===== src/sv/asq_pkg.sv =====
package asq_pkg;

    // pipeline depth and field widths
    localparam int unsigned NUM_STG  = 11;
    localparam int unsigned NORM_STG = 2;
    localparam int unsigned SER_STG  = 6;
    localparam int unsigned FIX_STG  = 3;
    localparam int unsigned IN_W     = 32;
    localparam int unsigned OUT_W    = 16;
    localparam int unsigned CNT_W    = 5;

    // series coefficients, q16
    localparam logic [15:0] K_C4   = 16'd40960;
    localparam logic [15:0] K_C5   = 16'd45875;
    // 1/sqrt(2) in q16 and its rounding term
    localparam logic [15:0] K_RSQ2 = 16'd46341;
    localparam logic [31:0] K_RND  = 32'h0000_8000;

    typedef logic [NUM_STG-1:0] t_stg_en;

    // normalised operand and what is needed to undo the normalisation
    typedef struct packed {
        logic [IN_W-1:0]  n;
        logic [15:0]      c;
        logic [CNT_W-1:0] cnt;
        logic             trivial;
        logic             lsb;
    } t_norm;

    // series result travelling with its operand
    typedef struct packed {
        t_norm       nrm;
        logic [15:0] sum;
    } t_acc;

endpackage


===== src/sv/asq_norm.sv =====
module asq_norm (
    input  logic                            i_clk,
    input  logic [asq_pkg::NORM_STG-1:0]    i_en,
    input  logic [asq_pkg::IN_W-1:0]        i_value,
    output asq_pkg::t_norm                  o_nrm
);

    logic [asq_pkg::CNT_W-1:0] lz;
    logic [asq_pkg::IN_W-1:0]  r_v;
    logic [asq_pkg::CNT_W-1:0] r_cnt;
    logic [asq_pkg::IN_W-1:0]  shifted;
    asq_pkg::t_norm            n_nrm;
    asq_pkg::t_norm            r_nrm;

    // leading zero count, highest set bit wins
    always_comb begin
        lz = '0;
        for (int i = 0; i < asq_pkg::IN_W; i++) begin
            if (i_value[i]) begin
                lz = asq_pkg::CNT_W'(asq_pkg::IN_W - 1 - i);
            end
        end
    end

    always_ff @(posedge i_clk) begin
        if (i_en[0]) begin
            r_v   <= i_value;
            r_cnt <= lz;
        end
    end

    always_comb begin
        shifted       = r_v << r_cnt;
        n_nrm.n       = shifted;
        n_nrm.c       = ~shifted[31:16];
        n_nrm.cnt     = r_cnt;
        n_nrm.trivial = (r_v[31:1] == 31'd0);
        n_nrm.lsb     = r_v[0];
    end

    always_ff @(posedge i_clk) begin
        if (i_en[1]) begin
            r_nrm <= n_nrm;
        end
    end

    assign o_nrm = r_nrm;

endmodule


===== src/sv/asq_series.sv =====
module asq_series (
    input  logic                         i_clk,
    input  logic [asq_pkg::SER_STG-1:0]  i_en,
    input  asq_pkg::t_norm               i_nrm,
    output asq_pkg::t_acc                o_acc
);

    function automatic logic [15:0] mul_hi16(input logic [15:0] a, input logic [15:0] b);
        logic [31:0] p;
        p = 32'(a) * 32'(b);
        return p[31:16];
    endfunction

    asq_pkg::t_norm r_nrm [asq_pkg::SER_STG];
    logic [15:0]    r_y   [asq_pkg::SER_STG];
    logic [15:0]    r_sum [asq_pkg::SER_STG];

    logic [15:0] y1, p3, y2, p4, y3, y4, y5;

    always_comb begin
        y1 = {1'b0, i_nrm.c[15:1]};
        p3 = mul_hi16(y1, i_nrm.c);
        y2 = {2'b00, p3[15:2]};
        p4 = mul_hi16(r_y[0], r_nrm[0].c);
        y3 = {1'b0, p4[15:1]};
        y4 = mul_hi16(r_y[2], asq_pkg::K_C4);
        y5 = mul_hi16(r_y[4], asq_pkg::K_C5);
    end

    // operand rides along
    always_ff @(posedge i_clk) begin
        if (i_en[0]) begin
            r_nrm[0] <= i_nrm;
        end
        for (int k = 1; k < asq_pkg::SER_STG; k++) begin
            if (i_en[k]) begin
                r_nrm[k] <= r_nrm[k-1];
            end
        end
    end

    // series terms and their running sum
    always_ff @(posedge i_clk) begin
        if (i_en[0]) begin
            r_y[0]   <= y2;
            r_sum[0] <= y1 + y2;
        end
        if (i_en[1]) begin
            r_y[1]   <= y3;
            r_sum[1] <= r_sum[0] + y3;
        end
        if (i_en[2]) begin
            r_y[2]   <= mul_hi16(r_y[1], r_nrm[1].c);
            r_sum[2] <= r_sum[1];
        end
        if (i_en[3]) begin
            r_y[3]   <= y4;
            r_sum[3] <= r_sum[2] + y4;
        end
        if (i_en[4]) begin
            r_y[4]   <= mul_hi16(r_y[3], r_nrm[3].c);
            r_sum[4] <= r_sum[3];
        end
        if (i_en[5]) begin
            r_y[5]   <= y5;
            r_sum[5] <= r_sum[4] + y5;
        end
    end

    assign o_acc.nrm = r_nrm[asq_pkg::SER_STG-1];
    assign o_acc.sum = r_sum[asq_pkg::SER_STG-1];

endmodule


===== src/sv/asq_fixup.sv =====
module asq_fixup (
    input  logic                         i_clk,
    input  logic [asq_pkg::FIX_STG-1:0]  i_en,
    input  asq_pkg::t_acc                i_acc,
    output logic [asq_pkg::OUT_W-1:0]    o_root
);

    logic [15:0] yb, res, half;
    logic [31:0] sq, dif;
    logic [31:0] scaled;

    logic [15:0]               r9_y;
    logic [asq_pkg::CNT_W-1:0] r9_cnt;
    logic                      r9_trivial, r9_lsb;
    logic [15:0]               r10_y;
    logic                      r10_odd, r10_trivial, r10_lsb;
    logic [asq_pkg::OUT_W-1:0] r_root;

    // residual correction, arithmetic halving
    always_comb begin
        yb   = ~i_acc.sum;
        sq   = 32'(yb) * 32'(yb);
        dif  = i_acc.nrm.n - sq;
        res  = dif[31:16];
        half = {res[15], res[15:1]};
    end

    always_ff @(posedge i_clk) begin
        if (i_en[0]) begin
            r9_y       <= yb + half;
            r9_cnt     <= i_acc.nrm.cnt;
            r9_trivial <= i_acc.nrm.trivial;
            r9_lsb     <= i_acc.nrm.lsb;
        end
    end

    always_ff @(posedge i_clk) begin
        if (i_en[1]) begin
            r10_y       <= r9_y >> r9_cnt[asq_pkg::CNT_W-1:1];
            r10_odd     <= r9_cnt[0];
            r10_trivial <= r9_trivial;
            r10_lsb     <= r9_lsb;
        end
    end

    assign scaled = asq_pkg::K_RND + 32'(r10_y) * 32'(asq_pkg::K_RSQ2);

    always_ff @(posedge i_clk) begin
        if (i_en[2]) begin
            if (r10_trivial) begin
                r_root <= {15'd0, r10_lsb};
            end else if (r10_odd) begin
                r_root <= scaled[31:16];
            end else begin
                r_root <= r10_y;
            end
        end
    end

    assign o_root = r_root;

endmodule


===== src/sv/approx_integer_sqrt_32.sv =====
// approximate 16-bit square root of a 32-bit unsigned word. one word is taken
// per clock while tready is high, and each result passes through every register
// stage in turn, held back only while the output side holds tready low.
// the pipeline is 11 register stages: two for the leading zero count and the
// normalising shift, six for the five-term series (one multiplier per stage),
// three for the residual correction, the denormalising shift and the odd-count
// scaling by 1/sqrt(2). operands 0 and 1 come back unchanged. the result
// carries the small, fixed error of the method; it is not a rounded root.
// a stalled output stops only the stages that are full, so empty stages keep
// filling and tready stays high while any bubble is left in the pipeline.
module approx_integer_sqrt_32 (
    input  logic        i_clk,
    input  logic        i_rst_n,
    // slave side
    input  logic        i_s_axis_tvalid,
    output logic        o_s_axis_tready,
    input  logic [31:0] i_s_axis_tdata,   // [31:0] value
    // master side
    output logic        o_m_axis_tvalid,
    input  logic        i_m_axis_tready,
    output logic [15:0] o_m_axis_tdata    // [15:0] root
);

    localparam int unsigned LAST = asq_pkg::NUM_STG - 1;

    asq_pkg::t_stg_en r_vld;
    asq_pkg::t_stg_en en;
    asq_pkg::t_norm   nrm;
    asq_pkg::t_acc    acc;

    // stage k may load when it is empty or the stage after it loads too
    always_comb begin
        en[LAST] = !r_vld[LAST] || i_m_axis_tready;
        for (int k = LAST - 1; k >= 0; k--) begin
            en[k] = !r_vld[k] || en[k+1];
        end
    end

    // valid bits move with the data
    always_ff @(posedge i_clk) begin
        if (!i_rst_n) begin
            r_vld <= '0;
        end else begin
            if (en[0]) begin
                r_vld[0] <= i_s_axis_tvalid;
            end
            for (int k = 1; k < asq_pkg::NUM_STG; k++) begin
                if (en[k]) begin
                    r_vld[k] <= r_vld[k-1];
                end
            end
        end
    end

    // normalise: leading zeros, then shift
    asq_norm u_norm (
        .i_clk   (i_clk),
        .i_en    (en[1:0]),
        .i_value (i_s_axis_tdata),
        .o_nrm   (nrm)
    );

    // five-term series on the complement of the top half
    asq_series u_series (
        .i_clk (i_clk),
        .i_en  (en[7:2]),
        .i_nrm (nrm),
        .o_acc (acc)
    );

    // correction, denormalise and odd-count scaling
    asq_fixup u_fixup (
        .i_clk  (i_clk),
        .i_en   (en[10:8]),
        .i_acc  (acc),
        .o_root (o_m_axis_tdata)
    );

    assign o_s_axis_tready = en[0];
    assign o_m_axis_tvalid = r_vld[LAST];

`ifndef ASSERT_OFF
    // an empty output stage lets the whole pipeline move
    a_ready_when_drained: assert property (@(posedge i_clk) disable iff (!i_rst_n)
        !r_vld[LAST] |-> o_s_axis_tready)
        else $error("input blocked with output stage empty");

    // an accepted word lands in the first stage
    a_accept_lands: assert property (@(posedge i_clk) disable iff (!i_rst_n)
        (i_s_axis_tvalid && o_s_axis_tready) |=> r_vld[0])
        else $error("accepted word lost at entry");

    // a full stage that cannot hand on keeps its word
    a_stage_holds: assert property (@(posedge i_clk) disable iff (!i_rst_n)
        (r_vld[0] && !en[1]) |=> r_vld[0])
        else $error("stalled word dropped in first stage");

    // a word one stage from the end reaches the output after a free cycle
    a_reaches_out: assert property (@(posedge i_clk) disable iff (!i_rst_n)
        (r_vld[LAST-1] && en[LAST]) |=> o_m_axis_tvalid)
        else $error("word lost before output stage");
`endif

endmodule

===== config.mk =====
export PLATFORM = sky130hd
export DESIGN_NAME = approx_integer_sqrt_32
export DESIGN_NICKNAME = d
export VERILOG_FILES = /design/src/sv/asq_pkg.sv /design/src/sv/asq_norm.sv /design/src/sv/asq_series.sv /design/src/sv/asq_fixup.sv /design/src/sv/approx_integer_sqrt_32.sv
export SDC_FILE = /design/constraint.sdc
export NUM_CORES = 2
export LEC_CHECK = 0
export BUFFER_PORTS_ARGS = -buffer_cell sky130_fd_sc_hd__buf_2
export CORE_MARGIN = 2
export CORE_UTILIZATION = 33
export DETAILED_ROUTE_END_ITERATION = 10
export PLACE_DENSITY = 0.46
export SLEW_MARGIN = 20
export SYNTH_ARGS = -nofsm -noshare
export SYNTH_HDL_FRONTEND = slang
export SYNTH_SLANG_ARGS = --single-unit

===== constraint.sdc =====
create_clock -name i_clk -period 10.4 [get_ports i_clk]
set_input_delay 2.08 -clock i_clk [delete_from_list [all_inputs] [get_ports i_clk]]
set_output_delay 2.08 -clock i_clk [all_outputs]
set_load 0.01 [all_outputs]

## After elaboration in Yosys (flattened, before gate mapping)

Memories as Yosys holds them, arrays and structs flattened.
Index checks and enable logic that the tools add are counted.

| storage, ports and cells | value |
|---|---|
| word-level logic and storage cells | 126 |
| memories | 3 |
| output and inout port bits | 18 |
| bits of input ports | 36 |
| memory bits (writable) | 522 |
| register bits | 161 |

Memories:

| memory | depth | width | read ports | clocked after memory_dff | wr ports | line | text |
|---|---|---|---|---|---|---|---|
| u_series.r_nrm | 6 | 55 | 6 | 0 | 6 | asq_series.sv:14 | `asq_pkg::t_norm r_nrm [asq_pkg::SER_STG];` |
| u_series.r_sum | 6 | 16 | 6 | 0 | 6 | asq_series.sv:16 | `logic [15:0] r_sum [asq_pkg::SER_STG];` |
| u_series.r_y | 6 | 16 | 5 | 0 | 6 | asq_series.sv:15 | `logic [15:0] r_y [asq_pkg::SER_STG];` |

| operators by class | value |
|---|---|
| muxes and demuxes | 45 |
| shift-type cells | 2 |
| $mul | 8 |
| bitwise logic cells | 2 |
| reduce and logical (&&, ||, !) cells | 27 |
| $add $sub $neg | 7 |

Operators by type and width:

| cell | number |
|---|---|
| $mul 16x16->32 | 4 |
| $mux 5 | 16 |
| $mul 16x16->32 const B | 2 |
| $add 16x16->16 | 3 |
| $add 16x32->32 const A | 1 |
| $mux 4 | 8 |
| $not 16->16 | 2 |
| $shl 32x5->32 | 1 |
| $sub 32x32->32 | 1 |
| $logic_not 31->1 | 1 |
| $mul 15x16->31 | 1 |
| $mul 16x3->19 const B | 1 |
| $add 15x13->16 | 1 |
| $add 16x15->16 | 1 |
| $mux 16 | 1 |
| $reduce_or 16->1 | 1 |
| $shr 16x4->16 | 1 |
| $mux 1 | 14 |
| $mux 3 | 4 |
| $logic_not 1->1 | 11 |
| $logic_or 1x1->1 | 11 |
| $reduce_or 8->1 | 1 |
| $mux 2 | 2 |
| $reduce_or 4->1 | 1 |
| $reduce_or 2->1 | 1 |

## Longest topological paths before layout

| depth | value |
|---|---|
| depth in word-level cells | 31 |
| depth in mapped cells | 36 |
| mapped depth without buffers | 35 |

## By module

Synthesis repeated with hierarchy kept, for this count alone.

| unflattened totals | value |
|---|---|
| cells, all modules | 6548 |
| area total of the unflattened synthesis | 71172.0 um^2 |

Modules (own cells, without submodules):

| module | times used | area an instance (um^2) | sequential area each (um^2) | cells an instance |
|---|---|---|---|---|
| asq_series | 1 | 50768.7 | 15074.5 | 4531 |
| asq_fixup | 1 | 14757.9 | 1741.7 | 1554 |
| asq_norm | 1 | 5172.5 | 2762.6 | 414 |
| approx_integer_sqrt_32 | 1 | 473.0 | 220.2 | 49 |

## Least setup slack after synthesis

Ideal clock, no wire load.

| timing | value |
|---|---|
| path type | reg-to-reg |
| from | memory u_series.r_sum[5][3] |
| to | register u_fixup.r9_y[14] (data pin) |
| library setup time | 258 ps |
| setup slack | 2107 ps |
| arrival | 8036 ps |
| path buffers | 1 |
| period minus slack after synthesis | 8293 ps |
| data required time | 10142 ps |
| stages on the path, launching flop included | 33 |
| cells stage by stage | edfxtp_1 > inv_1 > clkbuf_1 > nand2_1 > fa_1 > inv_1 > fa_1 > fa_1 > inv_1 > fa_1 > fa_1 > inv_1 > fa_1 > inv_1 > ha_1 > and3_1 > a221o_1 > a221oi_1 > o21ai_0 > a21oi_1 > xnor2_1 > ha_1 > fa_1 > a21o_1 > a21oi_1 > o21bai_1 > a21oi_1 > o21ai_0 > a211oi_1 > o21ai_0 > a31o_2 > a21oi_1 > xnor2_1 |

RTL lines:

| item | line | text |
|---|---|---|
| from (decl) | asq_series.sv:16 |  |
| to (signal assigned) | asq_fixup.sv:30 | `r9_y <= yb + half;` |
| to (decl) | asq_fixup.sv:12 | `logic [15:0] r9_y;` |

==> impl_metrics.yaml <==
timing:
  setup_viol: 0
  holdWs_ns: 0.3922
  drv_slew: 0
  max-slew-margin-rel: 0.2783
  fin_skew_ns: 0.06352
  tightest_slew_ns: 1.083
  rsz0062_at_grt: "no"
  max_freq_ghz: 0.1082
  timing.final.ws_setup_ns: 1.159
  hold_viol: 0
  fin_crit_ns: 9.241
  min_period_over_period: 0.8885
  fin_tns_setup_ns: 0
global_routing:
  grt_pass1_vias: 45586
  grt_first_pass_wirelength_mm: 253.8
  grt-ovfl-total: 0
  antenna_found_initial: 2
  grt_max_degree: 79
  grt_use_total: 0.1504
worst_setup_path:
  worstSetupPathDepth: 31
  arrival_ns: 9.65
  path_class: "flop to flop"
  critPathCapture: "u_fixup.r9_y[14]$_DFFE_PP_"
  critPathRequiredTime_ns: 10.81
  crit_buf_inv: 5
  reg2reg_depth: 31
  cp-end-kind: "flop"
  rrSetupSlack_ns: 1.16
  crit_family: "adder cells"
  reg2reg_from: "u_series.r_sum[5][1]$_DFFE_PP_"
  crit_path_max_incr_delay_ns: 0.68
  critPathLaunchType: "flop"
  cp_common_cell: "fa_1"
  cp_slowest_cell: "a221oi_1"
  crit_start: "u_series.r_sum[5][1]$_DFFE_PP_"
  crit_fanout: 10
  reg2reg_to: "u_fixup.r9_y[14]$_DFFE_PP_"
routing:
  vias: 41815
  via_per_inst: 4.541
  drc: 0
  firstDrtPassIters: 8
  ant_nets: 0
  drt_iter0_drc: 1896
  wl_mm: 153.4
  wl_per_cell_um: 16.65
clocking:
  post_cts_buffers: 0
  clockBufferDepth: 3
  cts_hold_buf: 0
  cts.sink_count: 631
  ctsRootBufferMaster: "clkbuf_16"
  clkLatencyLatePin_ns: 0.69
  cts_resized: 0
  cts_buffers: 76
  cts_tree: "done"
  htreeDepth: 3
  clk_pin_slew_worst_paths_ns: 0.06
yosys:
  yosysMostFrequentCell: "inv_1"
  synth_cell_type_count: 72
  synth_top_area_share: 0.2935
  synth_edf_count: 620
  synth.area.top_cells: "fa_1 29%, edfxtp_1 27%, ha_1 16%, inv_1 7.9%, nand2_1 3.4%"
  ys_async_sr_fraction: 0
  synthesis.nets: 8244
  seq_area_frac_synth: 0.2732
  ys_dominant_reg_cell: "edfxtp_1"
  avgSynthCellArea_sq_um: 10.88
  synth_cells: 6338
  netlist_area_sq_mm: 0.06896
  ys_seq_elements: 631
  synth_top_area_cell: "fa_1"
  synth_warnings: 0
  yosys-top-cells-count: "1,450 x inv_1, 1,011 x fa_1, 859 x ha_1"
placed_design:
  dp.cells: 9066
  dp_hpwl_mm: 124.0
  dpl_worst_slack_ns: 1.207
  io_buffers: 53
  gp_routability_congestion: 0.8421
floorplanning:
  die_area_sq_mm: 0.2126
  initial_core_util: 0.3323
  core_area_sq_mm: 0.2075
  io_pins: 54
  die_x_um: 461.1
  fp.dieH_um: 461.1
  num_rows: 167
run_status:
  status: "completed"
final_layout:
  final_cell_count_no_fill: 9209
  synthToLayoutAreaGrowth_pct: 8.773
  final_net_count: 8262
  drive_above_1_share: 0.04393
run:
  drv_cap: 0
hold_path:
  hold_class: "flop to flop"
==> per-stage QoR <==
step | util | instance area (sq um)
CTS | 0.3615 | 75000
global route | 0.3615 | 75000
detailed placement | 0.3493 | 72480
floorplan | - | 68960
global placement | 0.3493 | 72480
finish | 0.3615 | 75010
==> final cells by class <==
type	instances	area (sq um)
inverter	1461	5488
antenna	1	2.502
tap	2788	3488
clock inverter	53	553.0
fill	20660	132500
clock buffer	89	1972
timing repair buffer	98	603.1
multi-input combinational	4088	44060
sequential	631	18840
==> how the worst min path moves through the flow <==
stage               depth (start not counted)  slack [ns]                               to                            start
global placement                            0        0.40  u_series.r_nrm[4][50]$_DFFE_PP_  u_series.r_nrm[3][50]$_DFFE_PP_
global route                                0        0.39  u_series.r_nrm[4][49]$_DFFE_PP_  u_series.r_nrm[3][49]$_DFFE_PP_
detailed placement                          0        0.40  u_series.r_nrm[0][39]$_DFFE_PP_       u_norm.o_nrm[39]$_DFFE_PP_
floorplan                                   0        0.40        u_fixup.r10_lsb$_DFFE_PP_         u_fixup.r9_lsb$_DFFE_PP_
CTS                                         0        0.38  u_series.r_sum[2][13]$_DFFE_PP_  u_series.r_sum[1][13]$_DFFE_PP_
finish                                      0        0.39  u_series.r_sum[2][13]$_DFFE_PP_  u_series.r_sum[1][13]$_DFFE_PP_
==> routing by layer <==
metal	share of wire	vias up	track usage
li1	-	20089	-
met1	0.49	21097	0.2155
met2	0.46	489	0.2450
met3	0.029	140	0.01801
met4	0.018	0	0.02936
met5	0	-	0
==> sequential cells by signal, indices dropped and copies added (netlist names) <==
name and flops:
r_vld 11, u_fixup.o_root 16, u_fixup.r10_lsb 1, u_fixup.r10_odd 1
u_fixup.r10_trivial 1, u_fixup.r10_y 16, u_fixup.r9_cnt 5, u_fixup.r9_lsb 1
u_fixup.r9_trivial 1, u_fixup.r9_y 16, u_norm.o_nrm 55, u_norm.r_cnt 5
u_norm.r_v 32, u_series.r_nrm 298, u_series.r_sum 96, u_series.r_y 76
==> cell families after synthesis <==
group | after synthesis | share of synthesized area
adder cells (fa/ha/maj) | 1870 | 0.4494
flip-flops | 631 | 0.2732
buffers and inverters | 1619 | 0.08813
AO/OA/AOI/OAI | 505 | 0.04774
AND/OR/NAND/NOR | 1405 | 0.09679
multiplexers | 106 | 0.01891
XOR/XNOR | 202 | 0.02587
==> layout by cell type (no fill, tap or decap), types with 18 or more instances in the layout <==
cell type / n
inv_1: 1446
nor3_1: 38
clkbuf_16: 77
mux2i_1: 74
and3_1: 19
xnor2_1: 143
or2_2: 18
mux4_2: 18
a21oi_1: 162
clkinv_1: 26
o21ai_0: 79
edfxtp_1: 620
buf_2: 53
o21a_1: 37
o21bai_1: 25
ha_1: 859
xor2_1: 58
nor2_1: 209
nor2b_1: 41
and2_1: 353
nand3_1: 24
nand2_1: 619
a21o_1: 59
nand2b_1: 18
a211oi_1: 31
fa_1: 1011
buf_4: 45
Power is left out: the tool's default activity adds up to more than one toggle a clock period on the data nets, which glitch-free logic cannot reach.
